### src/sv/ata_pio_sector_transfer_sequencer_core_defines.svh
// ----------------------------------------------------------------------------
// ATA PIO sequencer assertion macros
// Concurrent assertion helpers shared by the sequencer RTL. They vanish when
// SYNTHESIS is defined.
// ----------------------------------------------------------------------------
`ifndef ATA_PIO_SECTOR_TRANSFER_SEQUENCER_CORE_DEFINES_SVH
`define ATA_PIO_SECTOR_TRANSFER_SEQUENCER_CORE_DEFINES_SVH

`ifndef SYNTHESIS
// Property must hold at every clock edge outside reset.
`define APSS_ASSERT(name, clk, rst_n, prop, msg) \
	name: assert property (@(posedge clk) disable iff (!rst_n) (prop)) else $error(msg);
// Condition must never be true outside reset.
`define APSS_ASSERT_NEVER(name, clk, rst_n, cond, msg) \
	name: assert property (@(posedge clk) disable iff (!rst_n) !(cond)) else $error(msg);
`else
`define APSS_ASSERT(name, clk, rst_n, prop, msg)
`define APSS_ASSERT_NEVER(name, clk, rst_n, cond, msg)
`endif

`endif

### src/sv/apss_pkg.sv
// ----------------------------------------------------------------------------
// ATA PIO sequencer package
// Types, codes and beat decoding shared by the sequencer modules.
// ----------------------------------------------------------------------------
package apss_pkg;

	localparam int unsigned MAX_COUNT_DEF = 256;
	localparam int unsigned CFG_IDX_W     = 2;

	// Configuration register indexes.
	localparam logic [CFG_IDX_W-1:0] CFG_PART_START   = 2'd0;
	localparam logic [CFG_IDX_W-1:0] CFG_PART_SECTORS = 2'd1;
	localparam logic [CFG_IDX_W-1:0] CFG_BUS_SELECT   = 2'd2;

	// Request types.
	localparam logic [2:0] REQ_READ   = 3'd0;
	localparam logic [2:0] REQ_WRITE  = 3'd1;
	localparam logic [2:0] REQ_STATUS = 3'd2;
	localparam logic [2:0] REQ_ERROR  = 3'd3;

	// Result kinds.
	localparam logic [1:0] KIND_REG_WR   = 2'd0;
	localparam logic [1:0] KIND_XFER     = 2'd1;
	localparam logic [1:0] KIND_FETCH_ER = 2'd2;
	localparam logic [1:0] KIND_DONE     = 2'd3;

	// Completion codes.
	localparam logic [2:0] CODE_OK        = 3'd0;
	localparam logic [2:0] CODE_BAD_COUNT = 3'd1;
	localparam logic [2:0] CODE_BEYOND_PT = 3'd2;
	localparam logic [2:0] CODE_BEYOND_28 = 3'd3;
	localparam logic [2:0] CODE_DEV_ERR   = 3'd4;
	localparam logic [2:0] CODE_FAULT     = 3'd5;
	localparam logic [2:0] CODE_NO_DRQ    = 3'd6;

	// Task file offsets.
	localparam logic [2:0] TF_COUNT = 3'd2;
	localparam logic [2:0] TF_LBA0  = 3'd3;
	localparam logic [2:0] TF_LBA1  = 3'd4;
	localparam logic [2:0] TF_LBA2  = 3'd5;
	localparam logic [2:0] TF_DRIVE = 3'd6;
	localparam logic [2:0] TF_CMD   = 3'd7;

	// Status register bits.
	localparam int unsigned ST_BSY = 7;
	localparam int unsigned ST_RDY = 6;
	localparam int unsigned ST_DF  = 5;
	localparam int unsigned ST_DRQ = 3;
	localparam int unsigned ST_ERR = 0;

	localparam logic [7:0]  DH_BASE     = 8'hE0;
	localparam logic [7:0]  CMD_READ    = 8'h20;
	localparam logic [7:0]  CMD_WRITE   = 8'h30;
	localparam logic [33:0] LBA28_LIMIT = 34'h0_1000_0000;

	typedef enum logic [2:0] {
		PH_IDLE,
		PH_READY,
		PH_POLL,
		PH_ERRF,
		PH_FLUSH
	} phase_t;

	// How a registered result group unfolds into beats.
	typedef enum logic [1:0] {
		BND_SINGLE,
		BND_TASKFILE,
		BND_XFER_DONE
	} bmode_t;

	typedef struct packed {
		bmode_t      mode;
		logic [1:0]  kind;
		logic [2:0]  reg_addr;
		logic [7:0]  reg_data;
		logic        direction;
		logic [2:0]  code;
		logic [7:0]  err_byte;
		logic [7:0]  count_byte;
		logic [27:0] abs_sector;
	} bundle_t;

	typedef struct packed {
		logic [1:0] kind;
		logic [2:0] reg_addr;
		logic [7:0] reg_data;
		logic       direction;
		logic [2:0] code;
		logic [7:0] err_byte;
	} beat_t;

	function automatic logic [2:0] beat_count(input bmode_t mode);
		case (mode)
			BND_TASKFILE:  return 3'd6;
			BND_XFER_DONE: return 3'd2;
			default:       return 3'd1;
		endcase
	endfunction

	function automatic beat_t beat_of(input bundle_t b, input logic [2:0] idx);
		beat_t r;
		r = '0;
		r.direction = b.direction;
		case (b.mode)
			BND_TASKFILE: begin
				r.kind = KIND_REG_WR;
				case (idx)
					3'd0: begin
						r.reg_addr = TF_COUNT;
						r.reg_data = b.count_byte;
					end
					3'd1: begin
						r.reg_addr = TF_LBA0;
						r.reg_data = b.abs_sector[7:0];
					end
					3'd2: begin
						r.reg_addr = TF_LBA1;
						r.reg_data = b.abs_sector[15:8];
					end
					3'd3: begin
						r.reg_addr = TF_LBA2;
						r.reg_data = b.abs_sector[23:16];
					end
					3'd4: begin
						r.reg_addr = TF_DRIVE;
						r.reg_data = DH_BASE | {4'h0, b.abs_sector[27:24]};
					end
					default: begin
						r.reg_addr = TF_CMD;
						r.reg_data = b.direction ? CMD_WRITE : CMD_READ;
					end
				endcase
			end
			BND_XFER_DONE: begin
				r.kind = (idx == 3'd0) ? KIND_XFER : KIND_DONE;
				r.code = CODE_OK;
			end
			default: begin
				r.kind     = b.kind;
				r.reg_addr = b.reg_addr;
				r.reg_data = b.reg_data;
				r.code     = b.code;
				r.err_byte = b.err_byte;
			end
		endcase
		return r;
	endfunction

endpackage

### src/sv/apss_ctrl.sv
// ----------------------------------------------------------------------------
// ATA PIO sequencer control
// Request checks and the phase machine; turns each accepted item into a
// group of results for the beat stage.
// ----------------------------------------------------------------------------
`include "ata_pio_sector_transfer_sequencer_core_defines.svh"

module apss_ctrl #(
	parameter int unsigned MAX_COUNT = apss_pkg::MAX_COUNT_DEF
) (
	input  logic              clk,
	input  logic              arst_n,
	input  logic              take,
	input  logic [2:0]        req_type,
	input  logic [31:0]       lba,
	input  logic [8:0]        sec_cnt,
	input  logic [7:0]        dev_byte,
	input  logic [31:0]       partition_start,
	input  logic [31:0]       partition_sectors,
	output apss_pkg::bundle_t bnd,
	output logic              bnd_load
);
	import apss_pkg::*;

	localparam logic [8:0] MaxCnt = 9'(MAX_COUNT);

	phase_t      phase_q, phase_d;
	logic [8:0]  remaining_q, remaining_d;
	logic [8:0]  total_count_q, total_count_d;
	logic [27:0] abs_sector_q, abs_sector_d;
	logic        is_write_q, is_write_d;

	logic        bad_count;
	logic        beyond_part;
	logic        beyond_28;
	logic [32:0] abs_start;
	logic [32:0] part_end;
	logic [33:0] abs_end;

	// Sums are kept wide enough that nothing wraps.
	assign bad_count   = (sec_cnt == 9'd0) || (sec_cnt > MaxCnt);
	assign part_end    = {1'b0, lba} + 33'(sec_cnt);
	assign beyond_part = part_end > {1'b0, partition_sectors};
	assign abs_start   = {1'b0, partition_start} + {1'b0, lba};
	assign abs_end     = {1'b0, abs_start} + 34'(sec_cnt);
	assign beyond_28   = abs_end > LBA28_LIMIT;

	always_ff @(posedge clk or negedge arst_n) begin
		if (!arst_n) begin
			phase_q       <= PH_IDLE;
			remaining_q   <= '0;
			total_count_q <= '0;
			abs_sector_q  <= '0;
			is_write_q    <= 1'b0;
		end else begin
			phase_q       <= phase_d;
			remaining_q   <= remaining_d;
			total_count_q <= total_count_d;
			abs_sector_q  <= abs_sector_d;
			is_write_q    <= is_write_d;
		end
	end

	always_comb begin
		phase_d        = phase_q;
		remaining_d    = remaining_q;
		total_count_d  = total_count_q;
		abs_sector_d   = abs_sector_q;
		is_write_d     = is_write_q;
		bnd            = '0;
		bnd.mode       = BND_SINGLE;
		bnd.direction  = is_write_q;
		bnd.count_byte = total_count_q[7:0];
		bnd.abs_sector = abs_sector_q;
		bnd_load       = 1'b0;
		if (take) begin
			case (req_type)
				REQ_READ, REQ_WRITE: begin
					if (phase_q == PH_IDLE) begin
						is_write_d    = req_type[0];
						bnd.direction = req_type[0];
						bnd_load      = 1'b1;
						bnd.kind      = KIND_DONE;
						if (bad_count) begin
							bnd.code = CODE_BAD_COUNT;
						end else if (beyond_part) begin
							bnd.code = CODE_BEYOND_PT;
						end else if (beyond_28) begin
							bnd.code = CODE_BEYOND_28;
						end else begin
							bnd.kind      = KIND_REG_WR;
							bnd.reg_addr  = TF_DRIVE;
							bnd.reg_data  = DH_BASE;
							abs_sector_d  = abs_start[27:0];
							total_count_d = sec_cnt;
							remaining_d   = sec_cnt;
							phase_d       = PH_READY;
						end
					end
				end
				REQ_STATUS: begin
					case (phase_q)
						PH_READY: begin
							if (!dev_byte[ST_BSY] && dev_byte[ST_RDY]) begin
								bnd.mode = BND_TASKFILE;
								bnd_load = 1'b1;
								phase_d  = PH_POLL;
							end
						end
						PH_POLL: begin
							if (!dev_byte[ST_BSY]) begin
								bnd_load = 1'b1;
								if (dev_byte[ST_ERR]) begin
									bnd.kind = KIND_FETCH_ER;
									phase_d  = PH_ERRF;
								end else if (dev_byte[ST_DF]) begin
									bnd.kind = KIND_DONE;
									bnd.code = CODE_FAULT;
									phase_d  = PH_IDLE;
								end else if (!dev_byte[ST_DRQ]) begin
									bnd.kind = KIND_DONE;
									bnd.code = CODE_NO_DRQ;
									phase_d  = PH_IDLE;
								end else begin
									bnd.kind    = KIND_XFER;
									remaining_d = remaining_q - 9'd1;
									if (remaining_q == 9'd1) begin
										if (is_write_q) begin
											phase_d = PH_FLUSH;
										end else begin
											bnd.mode = BND_XFER_DONE;
											phase_d  = PH_IDLE;
										end
									end
								end
							end
						end
						PH_FLUSH: begin
							if (!dev_byte[ST_BSY]) begin
								bnd_load = 1'b1;
								bnd.kind = KIND_DONE;
								phase_d  = PH_IDLE;
							end
						end
						default: ;
					endcase
				end
				REQ_ERROR: begin
					if (phase_q == PH_ERRF) begin
						bnd_load     = 1'b1;
						bnd.kind     = KIND_DONE;
						bnd.code     = CODE_DEV_ERR;
						bnd.err_byte = dev_byte;
						phase_d      = PH_IDLE;
					end
				end
				default: ;
			endcase
		end
	end

	`APSS_ASSERT(a_ready_counts, clk, arst_n, (phase_q == PH_READY) |-> (remaining_q == total_count_q && remaining_q != 9'd0), "count mismatch while waiting for ready")
	`APSS_ASSERT_NEVER(a_poll_nonzero, clk, arst_n, phase_q == PH_POLL && remaining_q == 9'd0, "polling with no sectors left")
	`APSS_ASSERT(a_leave_idle, clk, arst_n, (phase_q == PH_IDLE && phase_d != PH_IDLE) |-> (bnd_load && phase_d == PH_READY), "idle left without a drive select")

endmodule

### src/sv/apss_beat.sv
// ----------------------------------------------------------------------------
// ATA PIO sequencer beat stage
// Holds one result group; hands out one beat per cycle while m_tready is high.
// ----------------------------------------------------------------------------
`include "ata_pio_sector_transfer_sequencer_core_defines.svh"

module apss_beat (
	input  logic              clk,
	input  logic              arst_n,
	input  apss_pkg::bundle_t bnd,
	input  logic              bnd_load,
	output logic              space,
	output logic              m_tvalid,
	input  logic              m_tready,
	output apss_pkg::beat_t   beat,
	output logic              m_tlast
);
	import apss_pkg::*;

	bundle_t    bnd_s1;
	logic       valid_s1;
	logic [2:0] idx_q;
	logic [2:0] nbeats;
	logic       drain;

	assign nbeats     = beat_count(bnd_s1.mode);
	assign m_tlast    = (idx_q == nbeats - 3'd1);
	assign m_tvalid   = valid_s1;
	assign drain      = valid_s1 && m_tready && m_tlast;
	assign space      = !valid_s1 || drain;
	assign beat       = beat_of(bnd_s1, idx_q);

	always_ff @(posedge clk or negedge arst_n) begin
		if (!arst_n) begin
			valid_s1 <= 1'b0;
			idx_q    <= '0;
		end else if (bnd_load) begin
			valid_s1 <= 1'b1;
			idx_q    <= '0;
		end else if (drain) begin
			valid_s1 <= 1'b0;
			idx_q    <= '0;
		end else if (valid_s1 && m_tready) begin
			idx_q <= idx_q + 3'd1;
		end
	end

	always_ff @(posedge clk) begin
		if (bnd_load) begin
			bnd_s1 <= bnd;
		end
	end

	`APSS_ASSERT_NEVER(a_idx_range, clk, arst_n, valid_s1 && idx_q >= nbeats, "beat index past group end")
	`APSS_ASSERT(a_group_holds, clk, arst_n, (valid_s1 && m_tready && !m_tlast && !bnd_load) |=> valid_s1, "group dropped before its last beat")
	`APSS_ASSERT_NEVER(a_load_busy, clk, arst_n, bnd_load && !space, "group loaded over an unfinished one")

endmodule

### src/sv/ata_pio_sector_transfer_sequencer_core.sv
// ----------------------------------------------------------------------------
// ATA PIO LBA28 sector transfer sequencer
// Host-side sequencer: checks read and write requests, then steps through
// drive select, task file writes, per-sector status polling and completion.
// ----------------------------------------------------------------------------
// Usage. Items enter on the s_axis stream: tuser carries the item type
// (read request, write request, status byte, error byte, idle tick) and
// tdata the start sector, sector count and device byte. Each item is handled
// in the cycle it is accepted; the results it causes are registered as one
// group and leave on the m_axis stream one beat per cycle, starting the cycle
// after acceptance. tuser on the output is the result kind and tlast marks the
// last beat caused by one input item. Items that cause no result are simply
// consumed.
// Throughput is one item per cycle while each item yields a single beat. The
// status sample that releases the task file writes yields six beats and a
// final read sector yields two; s_axis_tready stays low until the last beat of
// the held group is taken, so the beat stage sets the rate. When the receiver
// stalls, the held beat stays on m_axis and input is taken only once the
// group drains. The cfg channel is always ready; the user must write registers
// only while the sequencer is idle; the block does not enforce it. Reset clears
// the phase machine, counters and config registers, and leaves no beat pending.
// ----------------------------------------------------------------------------
module ata_pio_sector_transfer_sequencer_core #(
	parameter int unsigned MAX_COUNT = apss_pkg::MAX_COUNT_DEF
) (
	input  logic                           clk,
	input  logic                           arst_n,
	// Input stream.
	input  logic                           s_axis_tvalid,
	output logic                           s_axis_tready,
	input  logic [55:0]                    s_axis_tdata, // lba[31:0], sec_cnt[40:32], dev_byte[48:41], zero pad
	input  logic [2:0]                     s_axis_tuser, // req_type[2:0]
	// Result stream.
	output logic                           m_axis_tvalid,
	input  logic                           m_axis_tready,
	output logic [23:0]                    m_axis_tdata, // bus[0], reg_addr[3:1], reg_data[11:4], direction[12], code[15:13], err_byte[23:16]
	output logic [1:0]                     m_axis_tuser, // kind[1:0]
	output logic                           m_axis_tlast,
	// Configuration write channel.
	input  logic                           cfg_valid,
	output logic                           cfg_ready,
	input  logic [apss_pkg::CFG_IDX_W-1:0] cfg_index,
	input  logic [31:0]                    cfg_data
);
	import apss_pkg::*;

	logic [31:0] part_start_q;
	logic [31:0] part_sectors_q;
	logic        bus_select_q;
	logic        take;
	logic        space;
	bundle_t     bnd;
	logic        bnd_load;
	beat_t       beat;

	// The register file never stalls a write.
	assign cfg_ready = 1'b1;

	always_ff @(posedge clk or negedge arst_n) begin
		if (!arst_n) begin
			part_start_q   <= '0;
			part_sectors_q <= '0;
			bus_select_q   <= 1'b0;
		end else if (cfg_valid && cfg_ready) begin
			case (cfg_index)
				CFG_PART_START:   part_start_q   <= cfg_data;
				CFG_PART_SECTORS: part_sectors_q <= cfg_data;
				CFG_BUS_SELECT:   bus_select_q   <= cfg_data[0];
				default: ;
			endcase
		end
	end

	// An item is taken whenever the beat stage can hold its results.
	assign s_axis_tready = space;
	assign take          = s_axis_tvalid && s_axis_tready;

	apss_ctrl #(
		.MAX_COUNT(MAX_COUNT)
	) u_ctrl (
		.clk               (clk),
		.arst_n            (arst_n),
		.take              (take),
		.req_type          (s_axis_tuser),
		.lba               (s_axis_tdata[31:0]),
		.sec_cnt           (s_axis_tdata[40:32]),
		.dev_byte          (s_axis_tdata[48:41]),
		.partition_start   (part_start_q),
		.partition_sectors (part_sectors_q),
		.bnd               (bnd),
		.bnd_load          (bnd_load)
	);

	apss_beat u_beat (
		.clk      (clk),
		.arst_n   (arst_n),
		.bnd      (bnd),
		.bnd_load (bnd_load),
		.space    (space),
		.m_tvalid (m_axis_tvalid),
		.m_tready (m_axis_tready),
		.beat     (beat),
		.m_tlast  (m_axis_tlast)
	);

	// The bus field always follows the current bus selection.
	assign m_axis_tuser = beat.kind;
	assign m_axis_tdata = {beat.err_byte, beat.code, beat.direction,
		beat.reg_data, beat.reg_addr, bus_select_q};

endmodule

### config.mk
export PLATFORM = sky130hd
export DESIGN_NAME = ata_pio_sector_transfer_sequencer_core
export DESIGN_NICKNAME = d
export VERILOG_FILES = /design/src/sv/apss_pkg.sv /design/src/sv/apss_ctrl.sv /design/src/sv/apss_beat.sv /design/src/sv/ata_pio_sector_transfer_sequencer_core.sv
export VERILOG_INCLUDE_DIRS = /design/src /design/src/sv
export SDC_FILE = /design/constraint.sdc
export NUM_CORES = 1
export LEC_CHECK = 0
export BUFFER_PORTS_ARGS = -buffer_cell sky130_fd_sc_hd__clkbuf_2
export CORE_ASPECT_RATIO = 0.6
export CORE_MARGIN = 2
export CORE_UTILIZATION = 40
export CTS_CLUSTER_SIZE = 12
export DETAILED_ROUTE_END_ITERATION = 10
export SYNTH_ARGS = -nofsm -noshare
export SYNTH_HDL_FRONTEND = slang
export SYNTH_SLANG_ARGS = --single-unit
### constraint.sdc
create_clock -name clk -period 8.9 [get_ports clk]
set_input_delay 1.335 -clock clk [delete_from_list [all_inputs] [get_ports clk]]
set_output_delay 1.335 -clock clk [all_outputs]
set_load 0.02 [all_outputs]
==> results.yml <==
clock_tree:
  cts_root_buf: "clkbuf_16"
  cts_buffers: 17
  clockBufferDepth: 2
  cts_resized: 0
  clk_pin_slew_ns: 0.07
  clock_latency_ns: 0.46
  clock-sinks: 171
  htree_levels: 4
  postCtsHoldBufs: 0
  cts_tree: "built"
  post_cts_buffers: 0
critical_path:
  r2r_setup_slack_ns: 2.49
  regToRegStartpoint: "part_start_q[0]"
  critical_path_peak_fanout: 37
  worstPathArrival_ns: 7.48
  worstSetupPathType: "input pin to register"
  r2r_end: "u_ctrl.total_count_q[2]"
  worst_r2r_path_depth: 17
  critPathLaunchType: "input pin"
  critPathCaptureType: "register"
  crit_required_ns: 9.23
outcome:
  outcome: "completed"
global_routing:
  grt_max_degree: 62
  grt_util_met1_pct: 34.11
  grt_usage_pct: 21.40
  grt_pass1_vias: 9187
  top_usage_layer: "met1"
  grt_pass1_wl_um: 51540
  overflow: 0
  antenna_found_initial: 0
  gr-usage-met2_pct: 29.26
  use_met3_pct: 4.159
power_and_ir_drop:
  leakagePower_nw: 5.902
  combPwrFrac_pct: 42.0
  finalPower_mw: 3.102
  p_int_mw: 1.857
  share_seq_of_total_power_pct: 33.0
  clkPwrFrac_pct: 25.0
  p_switching_mw: 1.245
  p_sw_share_pct: 40.14
  ir_drop_mv: 0.1475
  power_density_nw_per_um2: 229.5
synthesis:
  synth.most_common_cell: "dfrtp_1"
  ys_types: 83
  synth_edf_count: 53
  syn_inst: 1205
  synth_nets: 1397
  synth_mux_area_share_pct: 11.01
  ys.flop_type: "dfrtp_1"
  seq_area_frac_synth_pct: 38.11
  synth_compound_area_share_pct: 16.43
  synth_top_family_by_area: "compound AO/OA/AOI/OAI gates"
  synth_xor_xnor_area_share_pct: 5.142
  synth_common_cells: "118 x dfrtp_1, 95 x nand2_1, 91 x ha_1, 80 x nor2_1, 75 x a21oi_1"
  synth_area_um2: 11920
  synth_area_leaders: "dfrtp_1 25%, edfxtp_1 13%, ha_1 9.5%"
  synthSimpleGateAreaFrac_pct: 15.94
  synth_top_area_share_pct: 24.76
  ys.warnings.count: 0
  yosysTopAreaCell: "dfrtp_1"
  yosys_register_bits: 171
  avgSynthCellArea_um2: 9.895
  synthAdderAreaFrac_pct: 10.05
  async_flop_share_pct: 69.01
floorplanning:
  std_cell_rows: 48
  start_util_pct: 41.11
  ioPinCount: 128
  die_w_um: 226.9
  die_h_um: 137.7
  core_area_um2: 29010
  die_area_um2: 31250
detailed_routing:
  first_pass_iters: 6
  drc: 0
  avgRoutedWirePerCell_um: 18.73
  vias_per_cell: 5.664
  antenna_left: 0
  vias: 9776
  drt_iter0_drc: 840
  wl_um: 32330
final_layout:
  multi_input_area_um2: 7009
  final_util_pct: 46.59
  postLayoutCellArea_um2: 13520
  layout.nets: 1505
  seqCellArea_um2: 4544
  area_delta_synth_final_pct: 13.35
  num_antenna_cells: 0
  finalNonFillerCells: 1726
  layout-drive-gt1-share_pct: 21.04
  fillers: 2774
placement:
  place_congestion: 0.8876
  dp_cells: 1694
  dpl-instance-area_um2: 12910
  portBuffers: 119
  dp_hpwl_um: 24890
  place_ws_ns: 1.381
sta:
  finalHoldViolations: 0
  fmax_mhz: 139.8
  setup_viol: 0
  setup_slack_ns: 1.749
  post-route-period-util_pct: 80.35
  rsz0062_at_grt: "false"
  post-route-min-period_ns: 7.152
  fin_tns_setup_ns: 0
  max_slew_margin_pct: 34.31
  finalMaxSlewViolations: 0
  tightest_slew_ns: 0.9833
  finClkSkew_ns: 0.02036
  hold_ws_ns: 0.4495
min_path:
  holdCritStartpoint: "u_ctrl.abs_sector_q[22]"
  hold_path_depth: 0
  hold_class: "register to register"
  hold_path_end: "u_beat.bnd_s1[22]"
flow_run:
  drv_cap: 0
[final cells by class]
class / instances / area share (%)
inverter: 52 / 1.444
clock buffer: 18 / 3.175
sequential: 171 / 33.62
timing repair buffer: 128 / 4.925
tap: 400 / 3.703
clock inverter: 14 / 1.268
multi-input combinational: 943 / 51.86
[kinds of logic (layout without fill, tap and decap cells)]
group / Yosys count / after routing
other cells: 1 / 1
fa+ha+maj: 94 / 94
simple gates: 372 / 372
compound gates: 299 / 299
mux: 107 / 107
xor+xnor: 70 / 70
buf+inv: 91 / 212
flops: 171 / 171
[worst max-delay path, stage by stage]
cell	delay [ns]
clkbuf_2	0.27
ha_1	0.29
a21o_1	0.18
a21oi_1	0.21
o21bai_1	0.09
a21oi_1	0.26
o21bai_1	0.10
a21oi_1	0.25
o21bai_1	0.11
a21oi_1	0.47
or3_1	0.30
nor3_1	0.11
nand2_1	0.09
xnor2_1	0.07
ha_1	0.44
nand4_1	0.15
nor3_1	0.62
nand3_1	0.19
o21ai_0	0.11
o22a_1	0.25
nand4_1	0.12
buf_4	0.21
or3_2	0.45
buf_4	0.33
mux2_1	0.40
[routing by layer]
layer	vias to the layer above	share of wire, %
li1	4692	-
met1	4789	53
met2	280	40
met3	15	6.6
met4	0	0.61
met5	-	0
[sequential cells by signal (all words and copies together), names as in the netlist]
name and cells:
u_beat.m_tvalid 1, u_ctrl.remaining_q 9, bus_select_q 1, u_ctrl.phase_q 3, u_ctrl.total_count_q 8, u_ctrl.is_write_q 1, u_ctrl.abs_sector_q 28, u_beat.beat 1
part_start_q 32, u_beat.idx_q 3, u_beat.bnd_s1 52, part_sectors_q 32
[power groups by stage]
| stage | Sequential [mW] | Clock (mW) | Combinational (mW) |
|---|---|---|---|
| 2_1_floorplan | 1.01 | 0 | 0.956 |
| 3_3_place_gp | 1.04 | 0 | 1.26 |
| 3_5_place_dp | 1.04 | 0 | 1.28 |
| 4_1_cts | 1.02 | 0.786 | 1.29 |
| 5_1_grt | 1.04 | 0.817 | 1.45 |
| 6_report | 1.02 | 0.774 | 1.30 |
[placed cells by master (no fill, tap or decap), types with 11 or more instances in the layout]
cell type,instances
edfxtp_1,53
xnor2_1,41
nand3_1,25
clkbuf_2,118
a21o_1,22
xor2_1,29
nor2_1,80
nor3_1,28
inv_1,51
and2_1,27
nand4_1,28
a21oi_1,75
a31oi_1,15
nand2_1,95
clkbuf_16,17
o21bai_1,11
o21a_1,15
mux2_4,29
ha_1,91
or3_1,11
nor2b_1,13
mux2_2,70
nor4_1,14
o21ai_0,56
o211ai_1,14
nand2b_1,11
dfrtp_1,118
a211oi_1,18
[worst max path at each step]
stage                     startpoint                       to  slack (ns)  cells past startpoint
floorplan            s_axis_tdata[0]   u_ctrl.abs_sector_q[0]        2.70                     21
global placement    s_axis_tdata[33]  u_ctrl.total_count_q[2]        1.48                     29
detailed placement  s_axis_tdata[32]  u_ctrl.total_count_q[2]        1.38                     29
CTS                 s_axis_tdata[32]  u_ctrl.total_count_q[2]        1.84                     29
global route        s_axis_tdata[33]  u_ctrl.total_count_q[1]        1.39                     29
finish              s_axis_tdata[33]  u_ctrl.total_count_q[2]        1.75                     25
Power figures use the tool's default switching activity.
